$ cat src/hw/rtl/rsp_pkg.sv
// ----------------------------------------------------------------------------
// rsp_pkg
// Shared constants, codes and helper function of the reply receiver.
// ----------------------------------------------------------------------------
package rsp_pkg;

    // Default width of the payload byte counter.
    localparam int DEF_COUNT_WIDTH = 12;

    // Configuration port.
    localparam int APB_ADDR_W = 4;
    localparam int APB_DATA_W = 32;

    typedef logic [1:0] t_reg_idx;
    localparam t_reg_idx REG_RETRY_LIMIT  = 2'd0;
    localparam t_reg_idx REG_DECODE_HEX   = 2'd1;
    localparam t_reg_idx REG_DECODE_LIMIT = 2'd2;

    localparam logic [2:0] RETRY_LIMIT_RST = 3'd5;

    // Event codes of a result word.
    typedef logic [2:0] t_event;
    localparam t_event EV_DATA      = 3'd0;
    localparam t_event EV_RESEND    = 3'd1;
    localparam t_event EV_OK        = 3'd2;
    localparam t_event EV_ERR_REPLY = 3'd3;
    localparam t_event EV_BAD_SUM   = 3'd4;
    localparam t_event EV_ACK_MISS  = 3'd5;
    localparam t_event EV_BAD_HEX   = 3'd6;
    localparam t_event EV_ODD_HEX   = 3'd7;

    // Link characters.
    localparam logic [7:0] CH_PLUS   = 8'h2B;
    localparam logic [7:0] CH_MINUS  = 8'h2D;
    localparam logic [7:0] CH_DOLLAR = 8'h24;
    localparam logic [7:0] CH_HASH   = 8'h23;
    localparam logic [7:0] CH_ERR    = 8'h45;

    typedef struct packed {
        logic       ok;
        logic [3:0] nib;
    } t_hex;

    // ASCII hex digit to nibble; ok is low for a non-hex character.
    function automatic t_hex hex_val(input logic [7:0] b);
        t_hex r;
        r.ok  = 1'b1;
        r.nib = 4'd0;
        if (b >= 8'h30 && b <= 8'h39) begin
            r.nib = 4'(b - 8'h30);
        end else if (b >= 8'h61 && b <= 8'h66) begin
            r.nib = 4'(b - 8'h57);
        end else if (b >= 8'h41 && b <= 8'h46) begin
            r.nib = 4'(b - 8'h37);
        end else begin
            r.ok = 1'b0;
        end
        return r;
    endfunction

endpackage

$ cat src/hw/rtl/rsp_if.sv
// ----------------------------------------------------------------------------
// rsp_in_if / rsp_out_if
// Valid/ready channels for link words in and reply events out.
// ----------------------------------------------------------------------------
interface rsp_in_if;
    logic       valid;
    logic       ready;
    logic       kind;
    logic [7:0] rx_byte;

    modport source (output valid, output kind, output rx_byte, input ready);
    modport sink   (input valid, input kind, input rx_byte, output ready);
endinterface

interface rsp_out_if #(
    parameter int COUNT_WIDTH = rsp_pkg::DEF_COUNT_WIDTH
);
    logic                   valid;
    logic                   ready;
    logic [2:0]             event_res;
    logic [7:0]             data_byte;
    logic                   send_ack;
    logic [COUNT_WIDTH-1:0] byte_count;
    logic                   last;

    modport source (output valid, output event_res, output data_byte, output send_ack,
                    output byte_count, output last, input ready);
    modport sink   (input valid, input event_res, input data_byte, input send_ack,
                    input byte_count, input last, output ready);
endinterface

$ cat src/hw/rtl/rsp_apb_regs.sv
// ----------------------------------------------------------------------------
// rsp_apb_regs
// APB configuration registers: retry limit, hex decode enable, decode limit.
// ----------------------------------------------------------------------------
module rsp_apb_regs #(
    parameter int COUNT_WIDTH = rsp_pkg::DEF_COUNT_WIDTH
) (
    input  logic                          i_clk,
    input  logic                          i_rst_n,
    input  logic                          psel,
    input  logic                          penable,
    input  logic                          pwrite,
    input  logic [rsp_pkg::APB_ADDR_W-1:0] paddr,
    input  logic [rsp_pkg::APB_DATA_W-1:0] pwdata,
    output logic [rsp_pkg::APB_DATA_W-1:0] prdata,
    output logic                          pready,
    output logic [2:0]                    o_retry_limit,
    output logic                          o_decode_hex,
    output logic [COUNT_WIDTH-1:0]        o_decode_limit
);

    logic [2:0]             r_retry_limit;
    logic                   r_decode_hex;
    logic [COUNT_WIDTH-1:0] r_decode_limit;
    rsp_pkg::t_reg_idx      idx;
    logic                   wr_en;

    assign idx    = paddr[3:2];
    assign wr_en  = psel && penable && pwrite;
    assign pready = 1'b1;

    always_ff @(posedge i_clk) begin
        if (!i_rst_n) begin
            r_retry_limit  <= rsp_pkg::RETRY_LIMIT_RST;
            r_decode_hex   <= 1'b0;
            r_decode_limit <= '1;
        end else if (wr_en) begin
            unique case (idx)
                rsp_pkg::REG_RETRY_LIMIT:  r_retry_limit  <= pwdata[2:0];
                rsp_pkg::REG_DECODE_HEX:   r_decode_hex   <= pwdata[0];
                rsp_pkg::REG_DECODE_LIMIT: r_decode_limit <= pwdata[COUNT_WIDTH-1:0];
                default: ;
            endcase
        end
    end

    always_comb begin
        unique case (idx)
            rsp_pkg::REG_RETRY_LIMIT:  prdata = 32'(r_retry_limit);
            rsp_pkg::REG_DECODE_HEX:   prdata = 32'(r_decode_hex);
            rsp_pkg::REG_DECODE_LIMIT: prdata = 32'(r_decode_limit);
            default:                   prdata = '0;
        endcase
    end

    assign o_retry_limit  = r_retry_limit;
    assign o_decode_hex   = r_decode_hex;
    assign o_decode_limit = r_decode_limit;

endmodule

$ cat src/hw/rtl/rsp_core.sv
// ----------------------------------------------------------------------------
// rsp_core
// Packet parser: input register, one pass of exchange state update, result
// register.
// ----------------------------------------------------------------------------
module rsp_core #(
    parameter int COUNT_WIDTH = rsp_pkg::DEF_COUNT_WIDTH
) (
    input  logic                   i_clk,
    input  logic                   i_rst_n,
    input  logic [2:0]             i_retry_limit,
    input  logic                   i_decode_hex,
    input  logic [COUNT_WIDTH-1:0] i_decode_limit,
    rsp_in_if.sink                 i_in,
    rsp_out_if.source              o_out
);

    localparam logic [2:0] PH_IDLE  = 3'd0;
    localparam logic [2:0] PH_ACK   = 3'd1;
    localparam logic [2:0] PH_SCAN  = 3'd2;
    localparam logic [2:0] PH_BODY  = 3'd3;
    localparam logic [2:0] PH_SUMHI = 3'd4;
    localparam logic [2:0] PH_SUMLO = 3'd5;

    // Input register.
    logic       r_in_valid;
    logic       r_kind;
    logic [7:0] r_byte;

    // Exchange state.
    logic [2:0]             r_phase, n_phase;
    logic [2:0]             r_retries, n_retries;
    logic [7:0]             r_sum, n_sum;
    logic [3:0]             r_sum_hi, n_sum_hi;
    logic                   r_sum_bad, n_sum_bad;
    logic [3:0]             r_nib, n_nib;
    logic                   r_half, n_half;
    logic [COUNT_WIDTH-1:0] r_count, n_count;
    logic                   r_first, n_first;
    logic                   r_err, n_err;
    logic                   r_bad_hex, n_bad_hex;
    logic                   r_skip, n_skip;

    // Result register.
    logic                   r_out_valid;
    logic [2:0]             r_ev;
    logic [7:0]             r_data;
    logic                   r_ack;
    logic [COUNT_WIDTH-1:0] r_cnt_out;
    logic                   r_last;

    logic                   res_valid;
    rsp_pkg::t_event        res_ev;
    logic [7:0]             res_data;
    logic                   res_ack;
    logic [COUNT_WIDTH-1:0] res_cnt;
    logic                   res_last;

    logic         advance;
    logic         step;
    rsp_pkg::t_hex hx;
    logic         err_now;
    logic         good;

    assign advance = !r_out_valid || o_out.ready;
    assign i_in.ready = !r_in_valid || advance;
    assign step = r_in_valid && advance;
    assign hx = rsp_pkg::hex_val(r_byte);

    always_comb begin
        n_phase   = r_phase;
        n_retries = r_retries;
        n_sum     = r_sum;
        n_sum_hi  = r_sum_hi;
        n_sum_bad = r_sum_bad;
        n_nib     = r_nib;
        n_half    = r_half;
        n_count   = r_count;
        n_first   = r_first;
        n_err     = r_err;
        n_bad_hex = r_bad_hex;
        n_skip    = r_skip;
        res_valid = 1'b0;
        res_ev    = rsp_pkg::EV_DATA;
        res_data  = 8'd0;
        res_ack   = 1'b0;
        res_cnt   = '0;
        res_last  = 1'b0;
        err_now   = r_err || (!r_first && r_byte == rsp_pkg::CH_ERR);
        good      = !r_sum_bad && hx.ok && ({r_sum_hi, hx.nib} == r_sum);

        if (!r_kind) begin
            // A new command drops whatever exchange was in flight.
            n_phase   = PH_ACK;
            n_retries = i_retry_limit;
            n_sum     = '0;
            n_sum_hi  = '0;
            n_sum_bad = 1'b0;
            n_nib     = '0;
            n_half    = 1'b0;
            n_count   = '0;
            n_first   = 1'b0;
            n_err     = 1'b0;
            n_bad_hex = 1'b0;
            n_skip    = 1'b0;
        end else begin
            unique case (r_phase)
                PH_ACK: begin
                    if (r_byte == rsp_pkg::CH_PLUS) begin
                        n_phase   = PH_SCAN;
                        n_sum     = '0;
                        n_sum_hi  = '0;
                        n_sum_bad = 1'b0;
                        n_nib     = '0;
                        n_half    = 1'b0;
                        n_count   = '0;
                        n_first   = 1'b0;
                        n_err     = 1'b0;
                        n_bad_hex = 1'b0;
                        n_skip    = 1'b0;
                    end else if (r_byte == rsp_pkg::CH_MINUS && r_retries != 3'd0) begin
                        n_retries = r_retries - 3'd1;
                        res_valid = 1'b1;
                        res_ev    = rsp_pkg::EV_RESEND;
                    end else begin
                        n_phase   = PH_IDLE;
                        res_valid = 1'b1;
                        res_ev    = rsp_pkg::EV_ACK_MISS;
                        res_last  = 1'b1;
                    end
                end
                PH_SCAN: begin
                    if (r_byte == rsp_pkg::CH_DOLLAR) begin
                        n_phase = PH_BODY;
                    end else begin
                        n_skip = 1'b1;
                    end
                end
                PH_BODY: begin
                    if (r_byte == rsp_pkg::CH_HASH) begin
                        n_phase = PH_SUMHI;
                    end else begin
                        n_sum   = r_sum + r_byte;
                        n_first = 1'b1;
                        n_err   = err_now;
                        if (!i_decode_hex || err_now) begin
                            // Raw payload: the count saturates.
                            if (r_count != '1) begin
                                n_count = r_count + 1'b1;
                            end
                            res_valid = 1'b1;
                            res_data  = r_byte;
                            res_ack   = r_skip;
                            n_skip    = 1'b0;
                        end else if (!r_bad_hex && r_count < i_decode_limit) begin
                            if (!hx.ok) begin
                                n_bad_hex = 1'b1;
                            end else if (!r_half) begin
                                n_nib  = hx.nib;
                                n_half = 1'b1;
                            end else begin
                                n_half    = 1'b0;
                                n_count   = r_count + 1'b1;
                                res_valid = 1'b1;
                                res_data  = {r_nib, hx.nib};
                                res_ack   = r_skip;
                                n_skip    = 1'b0;
                            end
                        end
                    end
                end
                PH_SUMHI: begin
                    n_sum_hi = hx.nib;
                    if (!hx.ok) begin
                        n_sum_bad = 1'b1;
                    end
                    n_phase = PH_SUMLO;
                end
                PH_SUMLO: begin
                    res_valid = 1'b1;
                    res_ack   = r_skip || good;
                    n_skip    = 1'b0;
                    res_cnt   = r_count;
                    res_last  = 1'b1;
                    n_phase   = PH_IDLE;
                    priority if (!good) begin
                        res_ev = rsp_pkg::EV_BAD_SUM;
                    end else if (r_err) begin
                        res_ev = rsp_pkg::EV_ERR_REPLY;
                    end else if (i_decode_hex && r_bad_hex) begin
                        res_ev = rsp_pkg::EV_BAD_HEX;
                    end else if (i_decode_hex && r_half) begin
                        res_ev = rsp_pkg::EV_ODD_HEX;
                    end else begin
                        res_ev = rsp_pkg::EV_OK;
                    end
                end
                default: ;
            endcase
        end
    end

    always_ff @(posedge i_clk) begin
        if (!i_rst_n) begin
            r_in_valid  <= 1'b0;
            r_out_valid <= 1'b0;
            r_phase     <= PH_IDLE;
            r_retries   <= '0;
            r_sum       <= '0;
            r_sum_hi    <= '0;
            r_sum_bad   <= 1'b0;
            r_nib       <= '0;
            r_half      <= 1'b0;
            r_count     <= '0;
            r_first     <= 1'b0;
            r_err       <= 1'b0;
            r_bad_hex   <= 1'b0;
            r_skip      <= 1'b0;
        end else begin
            if (i_in.ready) begin
                r_in_valid <= i_in.valid;
            end
            if (advance) begin
                r_out_valid <= step && res_valid;
            end
            if (step) begin
                r_phase   <= n_phase;
                r_retries <= n_retries;
                r_sum     <= n_sum;
                r_sum_hi  <= n_sum_hi;
                r_sum_bad <= n_sum_bad;
                r_nib     <= n_nib;
                r_half    <= n_half;
                r_count   <= n_count;
                r_first   <= n_first;
                r_err     <= n_err;
                r_bad_hex <= n_bad_hex;
                r_skip    <= n_skip;
            end
        end
    end

    always_ff @(posedge i_clk) begin
        if (i_in.valid && i_in.ready) begin
            r_kind <= i_in.kind;
            r_byte <= i_in.rx_byte;
        end
        if (step) begin
            r_ev      <= res_ev;
            r_data    <= res_data;
            r_ack     <= res_ack;
            r_cnt_out <= res_cnt;
            r_last    <= res_last;
        end
    end

    assign o_out.valid      = r_out_valid;
    assign o_out.event_res  = r_ev;
    assign o_out.data_byte  = r_data;
    assign o_out.send_ack   = r_ack;
    assign o_out.byte_count = r_cnt_out;
    assign o_out.last       = r_last;

endmodule

$ cat src/hw/rtl/rsp_reply_receiver.sv
// ----------------------------------------------------------------------------
// rsp_reply_receiver
// Reply receiver: acknowledgement wait, packet framing, checksum and optional
// hex decoding of the reply payload.
// ----------------------------------------------------------------------------
//  Channel   Dir  Handshake               Word
//  i_in      in   valid/ready             kind, rx_byte
//  o_out     out  valid/ready             event_res, data_byte, send_ack,
//                                         byte_count, last
//  APB       in   psel/penable/pwrite     retry_limit, decode_hex, decode_limit
//
// A word is held in the input register until the result register can take
// it, and its result is then loaded into the result register; one word can
// be accepted every cycle while the result side does not stall.
// A stalled result register holds the input register, and the input side
// stalls only when both are full. Reset is synchronous and needs no clearing pass.
// ----------------------------------------------------------------------------
module rsp_reply_receiver #(
    parameter int COUNT_WIDTH = rsp_pkg::DEF_COUNT_WIDTH
) (
    input  logic                           i_clk,
    input  logic                           i_rst_n,
    rsp_in_if.sink                         i_in,
    rsp_out_if.source                      o_out,
    input  logic                           psel,
    input  logic                           penable,
    input  logic                           pwrite,
    input  logic [rsp_pkg::APB_ADDR_W-1:0] paddr,
    input  logic [rsp_pkg::APB_DATA_W-1:0] pwdata,
    output logic [rsp_pkg::APB_DATA_W-1:0] prdata,
    output logic                           pready
);

    logic [2:0]             retry_limit;
    logic                   decode_hex;
    logic [COUNT_WIDTH-1:0] decode_limit;

    rsp_apb_regs #(
        .COUNT_WIDTH (COUNT_WIDTH)
    ) u_regs (
        .i_clk          (i_clk),
        .i_rst_n        (i_rst_n),
        .psel           (psel),
        .penable        (penable),
        .pwrite         (pwrite),
        .paddr          (paddr),
        .pwdata         (pwdata),
        .prdata         (prdata),
        .pready         (pready),
        .o_retry_limit  (retry_limit),
        .o_decode_hex   (decode_hex),
        .o_decode_limit (decode_limit)
    );

    rsp_core #(
        .COUNT_WIDTH (COUNT_WIDTH)
    ) u_core (
        .i_clk          (i_clk),
        .i_rst_n        (i_rst_n),
        .i_retry_limit  (retry_limit),
        .i_decode_hex   (decode_hex),
        .i_decode_limit (decode_limit),
        .i_in           (i_in),
        .o_out          (o_out)
    );

endmodule

$ cat src/flat_wrapper.sv
// flat-port wrapper written by rule: the top's interface ports become plain ports
module rsp_reply_receiver_flat 
#(
    parameter int COUNT_WIDTH = rsp_pkg::DEF_COUNT_WIDTH
)
  (i_clk, i_rst_n, psel, penable, pwrite, paddr, pwdata, prdata, pready, i_in_valid, i_in_kind, i_in_rx_byte, i_in_ready, o_out_valid, o_out_event_res, o_out_data_byte, o_out_send_ack, o_out_byte_count, o_out_last, o_out_ready);
  rsp_in_if i_in_i ();
  rsp_out_if #(.COUNT_WIDTH(COUNT_WIDTH)) o_out_i ();
  input  logic i_clk;
  input  logic i_rst_n;
  input  logic psel;
  input  logic penable;
  input  logic pwrite;
  input  logic [rsp_pkg::APB_ADDR_W-1:0] paddr;
  input  logic [rsp_pkg::APB_DATA_W-1:0] pwdata;
  output logic [rsp_pkg::APB_DATA_W-1:0] prdata;
  output logic pready;
  input wire logic [$bits(i_in_i.valid)-1:0] i_in_valid;
  input wire logic [$bits(i_in_i.kind)-1:0] i_in_kind;
  input wire logic [$bits(i_in_i.rx_byte)-1:0] i_in_rx_byte;
  output wire logic [$bits(i_in_i.ready)-1:0] i_in_ready;
  output wire logic [$bits(o_out_i.valid)-1:0] o_out_valid;
  output wire logic [$bits(o_out_i.event_res)-1:0] o_out_event_res;
  output wire logic [$bits(o_out_i.data_byte)-1:0] o_out_data_byte;
  output wire logic [$bits(o_out_i.send_ack)-1:0] o_out_send_ack;
  output wire logic [$bits(o_out_i.byte_count)-1:0] o_out_byte_count;
  output wire logic [$bits(o_out_i.last)-1:0] o_out_last;
  input wire logic [$bits(o_out_i.ready)-1:0] o_out_ready;
  assign i_in_i.valid = i_in_valid;
  assign i_in_i.kind = i_in_kind;
  assign i_in_i.rx_byte = i_in_rx_byte;
  assign i_in_ready = i_in_i.ready;
  assign o_out_valid = o_out_i.valid;
  assign o_out_event_res = o_out_i.event_res;
  assign o_out_data_byte = o_out_i.data_byte;
  assign o_out_send_ack = o_out_i.send_ack;
  assign o_out_byte_count = o_out_i.byte_count;
  assign o_out_last = o_out_i.last;
  assign o_out_i.ready = o_out_ready;
  rsp_reply_receiver #(.COUNT_WIDTH(COUNT_WIDTH)) u_core (.i_clk(i_clk), .i_rst_n(i_rst_n), .i_in(i_in_i), .o_out(o_out_i), .psel(psel), .penable(penable), .pwrite(pwrite), .paddr(paddr), .pwdata(pwdata), .prdata(prdata), .pready(pready));
endmodule
$ cat config.mk
export PLATFORM = sky130hd
export DESIGN_NAME = rsp_reply_receiver_flat
export DESIGN_NICKNAME = d
export VERILOG_FILES = /design/src/hw/rtl/rsp_pkg.sv /design/src/hw/rtl/rsp_if.sv /design/src/hw/rtl/rsp_apb_regs.sv /design/src/hw/rtl/rsp_core.sv /design/src/hw/rtl/rsp_reply_receiver.sv /design/src/flat_wrapper.sv
export SDC_FILE = /design/constraint.sdc
export NUM_CORES = 1
export LEC_CHECK = 0
export BUFFER_PORTS_ARGS = -buffer_cell sky130_fd_sc_hd__buf_2
export CORE_MARGIN = 2
export CORE_UTILIZATION = 45
export DETAILED_ROUTE_END_ITERATION = 16
export PLACE_DENSITY = 0.78
export SYNTH_ARGS = -nofsm -noshare
export SYNTH_HDL_FRONTEND = slang
export SYNTH_HIERARCHICAL = 1
export SYNTH_SLANG_ARGS = --single-unit
$ cat constraint.sdc
create_clock -name i_clk -period 7.6 [get_ports i_clk]
set_input_delay 0.76 -clock i_clk [delete_from_list [all_inputs] [get_ports i_clk]]
set_output_delay 0.76 -clock i_clk [all_outputs]
set_load 0.01 [all_outputs]
# Word-level counts from Yosys, hierarchy flattened
# Cells that the tools add are included.
# W data, S select, Z words.
# totals
register_bits,92
elab_cells,217
in_bits,52
output_inout_bits,60
# op_classes
n_eq_ne,37
muxes,98
n_reduce_logical,43
bitwise,2
add_sub_neg,6
n_lt_le_gt_ge,7
# ops
operator,n
$mux W12,8
$mux W8,7
$mux W3,15
$mux W4,11
$mux W1,41
$pmux W12 S3,1
$ne A3 B3 Y1 const B,11
$eq A8 B6 Y1 const B,4
$pmux W12 S2,1
$reduce_and A8 Y1,3
$ne A4 B4 Y1 const B,5
$ge A8 B7 Y1 const B,2
$le A8 B7 Y1 const B,2
$pmux W4 S2,2
$pmux W8 S2,1
$logic_and A1 B1 Y1,15
$pmux W3 S5,1
$pmux W1 S2,7
$reduce_and A7 Y1,2
$add A12 B1 Y12 const B,1
$lt A12 B12 Y1,1
$ne A12 B12 Y1 const B,1
$reduce_and A4 Y1,3
$add A8 B8 Y8,1
29 further kinds,47

# Depth between registers and ports, before layout
# depth
ltp_word,12
mapped_depth,11
mapped_depth_nobuf,10

# By module
# Netlist, hierarchy kept.
# by_module_without_submodules
mod,area_each_um2,n_inst,cells_per_inst,seq_area_each_um2
rsp_core,4530.6,1,493,1861.8
rsp_apb_regs,943.4,1,116,320.3

# Worst setup path before layout
# OpenSTA, ideal clock, no wires.
# synth_timing
kind,reg-to-reg
start,register u_core.u_core.r_byte[0]
end,"register u_core.u_core.r_ev[2], in the netlist u_core/u_core/o_out.event_res[2], data pin"
setup_ns,0.255
n_path_buf,0
stages_incl_launch_ff,10
t_arrival_ns,2.280
synth_period_minus_slack_ns,2.535
slack_ns,5.065
required_ns,7.345
path_cell_list,edfxtp_1 inv_1 ha_1 nor3b_1 nor3_1 a311oi_1 o2111ai_1 a2111oi_2 o211ai_1 and2_1
# synth_via
elab_chain_len,9
elab_cells_between_ends,28
cone_classes,3 x add/sub; 6 x order compare; 3 x eq/ne; 10 x mux; 6 x reduce/logical
# synth_lines
element,line,source
start: declaration,rsp_core.sv:28,logic [7:0] r_byte;
start signal: assignment,rsp_core.sv:246,r_byte <= i_in.rx_byte;
$ge A8 B7 Y1 / $le A8 B7 Y1 (equally long branches),rsp_pkg.sv:53,end else if (b >= 8'h41 && b <= 8'h46) begin
$logic_and A1 B1 Y1,rsp_pkg.sv:53,
$mux W4 / $mux W1 (equally long branches),rsp_pkg.sv:53,
$mux W4 / $mux W1 (equally long branches),rsp_pkg.sv:51,end else if (b >= 8'h61 && b <= 8'h66) begin
$mux W4 / $mux W1 (equally long branches),rsp_pkg.sv:49,if (b >= 8'h30 && b <= 8'h39) begin
$eq A8 B8 Y1 / $logic_and A1 B1 Y1 (equally long branches),rsp_core.sv:90,"good = !r_sum_bad && hx.ok && ({r_sum_hi, hx.nib} == r_sum);"
$logic_and A1 B1 Y1,rsp_core.sv:90,
$mux W3,rsp_core.sv:186,priority if (!good) begin
$pmux W3 S2 *,rsp_core.sv:107,unique case (r_phase)
end signal: assignment,rsp_core.sv:249,r_ev <= res_ev;
end: declaration,rsp_core.sv:46,logic [2:0] r_ev;
# Mark *: on every way between the ends. The rest lies on a longest branch, timed or not.
# A chain may end at the register's enable or synchronous reset.

# Worst setup path after layout
# layout_timing
start,register u_core.u_core.r_kind
end,register u_core.u_core.r_count[4]
# layout_via
elab_chain_len,2
elab_cells_between_ends,9
cone_classes,7 x eq/ne; 1 x mux; 1 x reduce/logical
# layout_lines
element,line,source
start: declaration,rsp_core.sv:27,logic r_kind;
start signal: assignment,rsp_core.sv:245,r_kind <= i_in.kind;
"$ne A4 B4 Y1 (no line), or another cell as far along",--,
$reduce_and A8 Y1 (no line),--,
end signal: assignment,rsp_core.sv:234,r_count <= n_count;
end: declaration,rsp_core.sv:38,"logic [COUNT_WIDTH-1:0] r_count, n_count;"
# Several ways; a longest one is shown, not always the timed one.

==> impl_metrics.tcl <==
set metrics [dict create \
    status "complete, no violations" \
    vias 4731 \
    grtUsageMet1_pct 28.48 \
    num_rows 40 \
    syn2layout_area_growth_pct 11.36 \
    numCtsBuffers 9 \
    critPathLaunch "u_core/u_core/r_kind$_DFFE_PP_" \
    setup_viol 0 \
    finalWeightedCongestion 0.9315 \
    fin_nets 738 \
    instances_no_fill 813 \
    antenna_cells 0 \
    power_density_mw_per_mm2 173.2 \
    clkTransAtPathRegs_ps 70 \
    r2r_cells 6 \
    synth_ff_type "dfxtp_1" \
    fin_crit_sh_pct 45.36 \
    cts_hold_buf 0 \
    tightest_slew_ps 1129 \
    synth_top_area_share_pct 21.21 \
    core_mm2 0.01196 \
    yosysTopAreaCell "dfxtp_1" \
    synth_area_leaders "dfxtp_1 (21%), edfxtp_1 (19%), ha_1 (5.5%), nand3_1 (3.4%), a21oi_1 (3.1%)" \
    rsz0062_at_grt "no" \
    via_per_inst 5.819 \
    clk-insertion-delay-late_ps 350 \
    synth_seq_cells 92 \
    fin_area_mm2 0.006096 \
    cts_root_buf "clkbuf_16" \
    crit_fanout 26 \
    dp_hpwl_um 9736 \
    grt_pass1_wl_um 21820 \
    relSlewSlack_pct 24.30 \
    drv_slew 0 \
    cap_violations 0 \
    synth_most_common_cell "dfxtp_1" \
    nFillCells 1101 \
    fp.dieH_um 114.3 \
    finalSetupTns_ps 0 \
    synthCells 609 \
    worst_r2r_endpoint "u_core/u_core/r_count[4]$_SDFFE_PN0P_" \
    synth_edf_count 34 \
    leakage_nw 2.571 \
    drt_iter0_markers 391 \
    portBuffers 68 \
    routed_wl_um 13480 \
    htree_levels 3 \
    min_path_type "register to register" \
    routedWlPerCell_um 16.58 \
    clkSinkCount 92 \
    end_kind "register" \
    worstSetupPathType "register to register" \
    vdd_drop_max_v 0.0001087 \
    async_reset_ff_share_pct 0 \
    synth_area_per_cell_um2 8.989 \
    die_area_mm2 0.01306 \
    yosys_warnings 6 \
    antenna_found_initial 0 \
    synth_seq_area_share_pct 39.86 \
    period_minus_slack_ps 3448 \
    firstDrtPassIters 5 \
    finClkSkew_ps 9.196 \
    cts_tree "done" \
    ant_nets 0 \
    cts_buffer_depth 2 \
    drive_above_1_share_pct 15.62 \
    arrival_ps 3730 \
    met3_usage_pct 2.806 \
    grtUsageMet2_pct 33.73 \
    grt_max_degree 35 \
    io_pins 112 \
    initial_utilization_pct 45.76 \
    yosysUniqueCellTypes 75 \
    hold_viol 0 \
    cts.repair.resized 0 \
    die_w_um 114.3 \
    drcViolationCount 0 \
    required_ps 7880 \
    worstReg2RegStart "u_core/u_core/r_kind$_DFFE_PP_" \
    grt_pass1_vias 4442 \
    crit_end "u_core/u_core/r_count[4]$_SDFFE_PN0P_" \
    rrSetupSlack_ps 4150 \
    place_inst 797 \
    post-cts-setup-buffers 0 \
    synthTopCellsByCount "dfxtp_1 (58), inv_1 (42), nand2_1 (40)" \
    worst_setup_path_start_kind "register" \
    overflow 0 \
    busiest_layer "met2" \
    syn_area_mm2 0.005474 \
    grt.total_usage_pct 20.99 \
    placed_area_mm2 0.005821 \
    fmax_mhz 290.1 \
]
[worst max-delay path: stages, from the launching register on]
cell and delay (ps):
edfxtp_1 880, clkinv_1 520, a41o_1 350, o21a_1 320, a21oi_1 840, o311ai_0 300
o21ai_1 150
[state kept, by name, summed over array words and instances (netlist names), 4 cells and up]
| name | count |
|---|---|
| u_core/u_core/o_out.byte_count | 12 |
| u_core/u_core/o_out.data_byte | 8 |
| u_core/u_core/r_byte | 8 |
| u_core/u_core/r_count | 12 |
| u_core/u_core/r_nib | 4 |
| u_core/u_core/r_sum | 8 |
| u_core/u_core/r_sum_hi | 4 |
| u_core/u_regs/o_decode_limit | 12 |
[stage by stage]
stage                     setup WS [ps]  total power [mW]  utilization [%]  hold WS [ps]
after floorplan                    5065            0.6158                -         424.8
after global placement             4276            0.6393            48.66         439.7
after detailed placement           4293            0.6424            48.66         452.6
after CTS                          4259             1.060            50.96         462.6
after global routing               3975             1.091            50.96         483.8
final                              4152             1.056            50.96         468.5
[layout by cell type, fill, tap and decap left out, types with 3 or more instances in the layout]
master     instances
o2111ai_1          4
nand4_1            5
or3_1              4
o211ai_1          20
o31ai_1            6
and2_1            16
nor4_1             4
edfxtp_1          34
dfxtp_1           58
nand2_1           40
o21a_1            10
or4_1              4
nor2b_1           14
ha_1              24
clkbuf_16          9
inv_1             42
a21boi_0           3
a211oi_1           7
conb_1            21
xnor2_1           11
buf_4              4
a31oi_1            9
mux2i_1           17
a21oi_1           34
nand2b_1           9
nor3_1             8
o21ai_0           15
nand3_1           37
xor2_1             4
o21ai_1            4
and3_1            19
nor2_1            39
a21o_1             5
buf_2             68
[routing by layer]
layer  up-vias  share of wire (%)
li1       2262                  -
met2       211                 47
met4         0                1.8
met5         -                  0
met3        26                6.8
met1      2232                 44
[worst min-delay path by stage]
stage                                    startpoint                                    to  slack [ps]  cells after the start
4_1_cts          u_core/u_core/r_first$_SDFFE_PN0P_    u_core/u_core/r_first$_SDFFE_PN0P_         460                      2
2_1_floorplan   u_core/u_core/r_nib[0]$_SDFFE_PN0P_   u_core/u_core/r_nib[0]$_SDFFE_PN0P_         420                      2
6_report       u_core/u_core/r_sum_bad$_SDFFE_PN0P_  u_core/u_core/r_sum_bad$_SDFFE_PN0P_         470                      1
3_5_place_dp   u_core/u_core/r_sum_bad$_SDFFE_PN0P_  u_core/u_core/r_sum_bad$_SDFFE_PN0P_         450                      1
3_3_place_gp    u_core/u_core/r_nib[0]$_SDFFE_PN0P_   u_core/u_core/r_nib[0]$_SDFFE_PN0P_         440                      2
5_1_grt        u_core/u_core/r_sum_bad$_SDFFE_PN0P_  u_core/u_core/r_sum_bad$_SDFFE_PN0P_         480                      1
[power by group]
| part | internal (mW) | switching [mW] | total [mW] |
|---|---|---|---|
| Sequential | 0.522 | 0.0150 | 0.537 |
| Clock | 0.224 | 0.198 | 0.422 |
| Combinational | 0.0360 | 0.0610 | 0.0970 |
[cell families after synthesis]
logic type | Yosys count | synth area share, %
and+or+nand+nor | 220 | 22.29
AOI/OAI and AO/OA | 144 | 18.15
buffers and inverters | 94 | 8.206
DFF | 92 | 39.86
adders and majority gates | 25 | 5.851
muxes | 17 | 3.109
xor gates and xnor gates | 15 | 2.400
other | 2 | 0.1372
[layout make-up]
class	count	area (um^2)	area share [%]
repair buffers	72	370.4	6.076
clock inverters	6	46.29	0.7594
clock buffers	10	229.0	3.756
multi-input cells	442	2919	47.89
well taps	147	183.9	3.017
inverters	44	165.2	2.709
flip-flops and latches	92	2182	35.80
(Power assumes the default switching activity.)
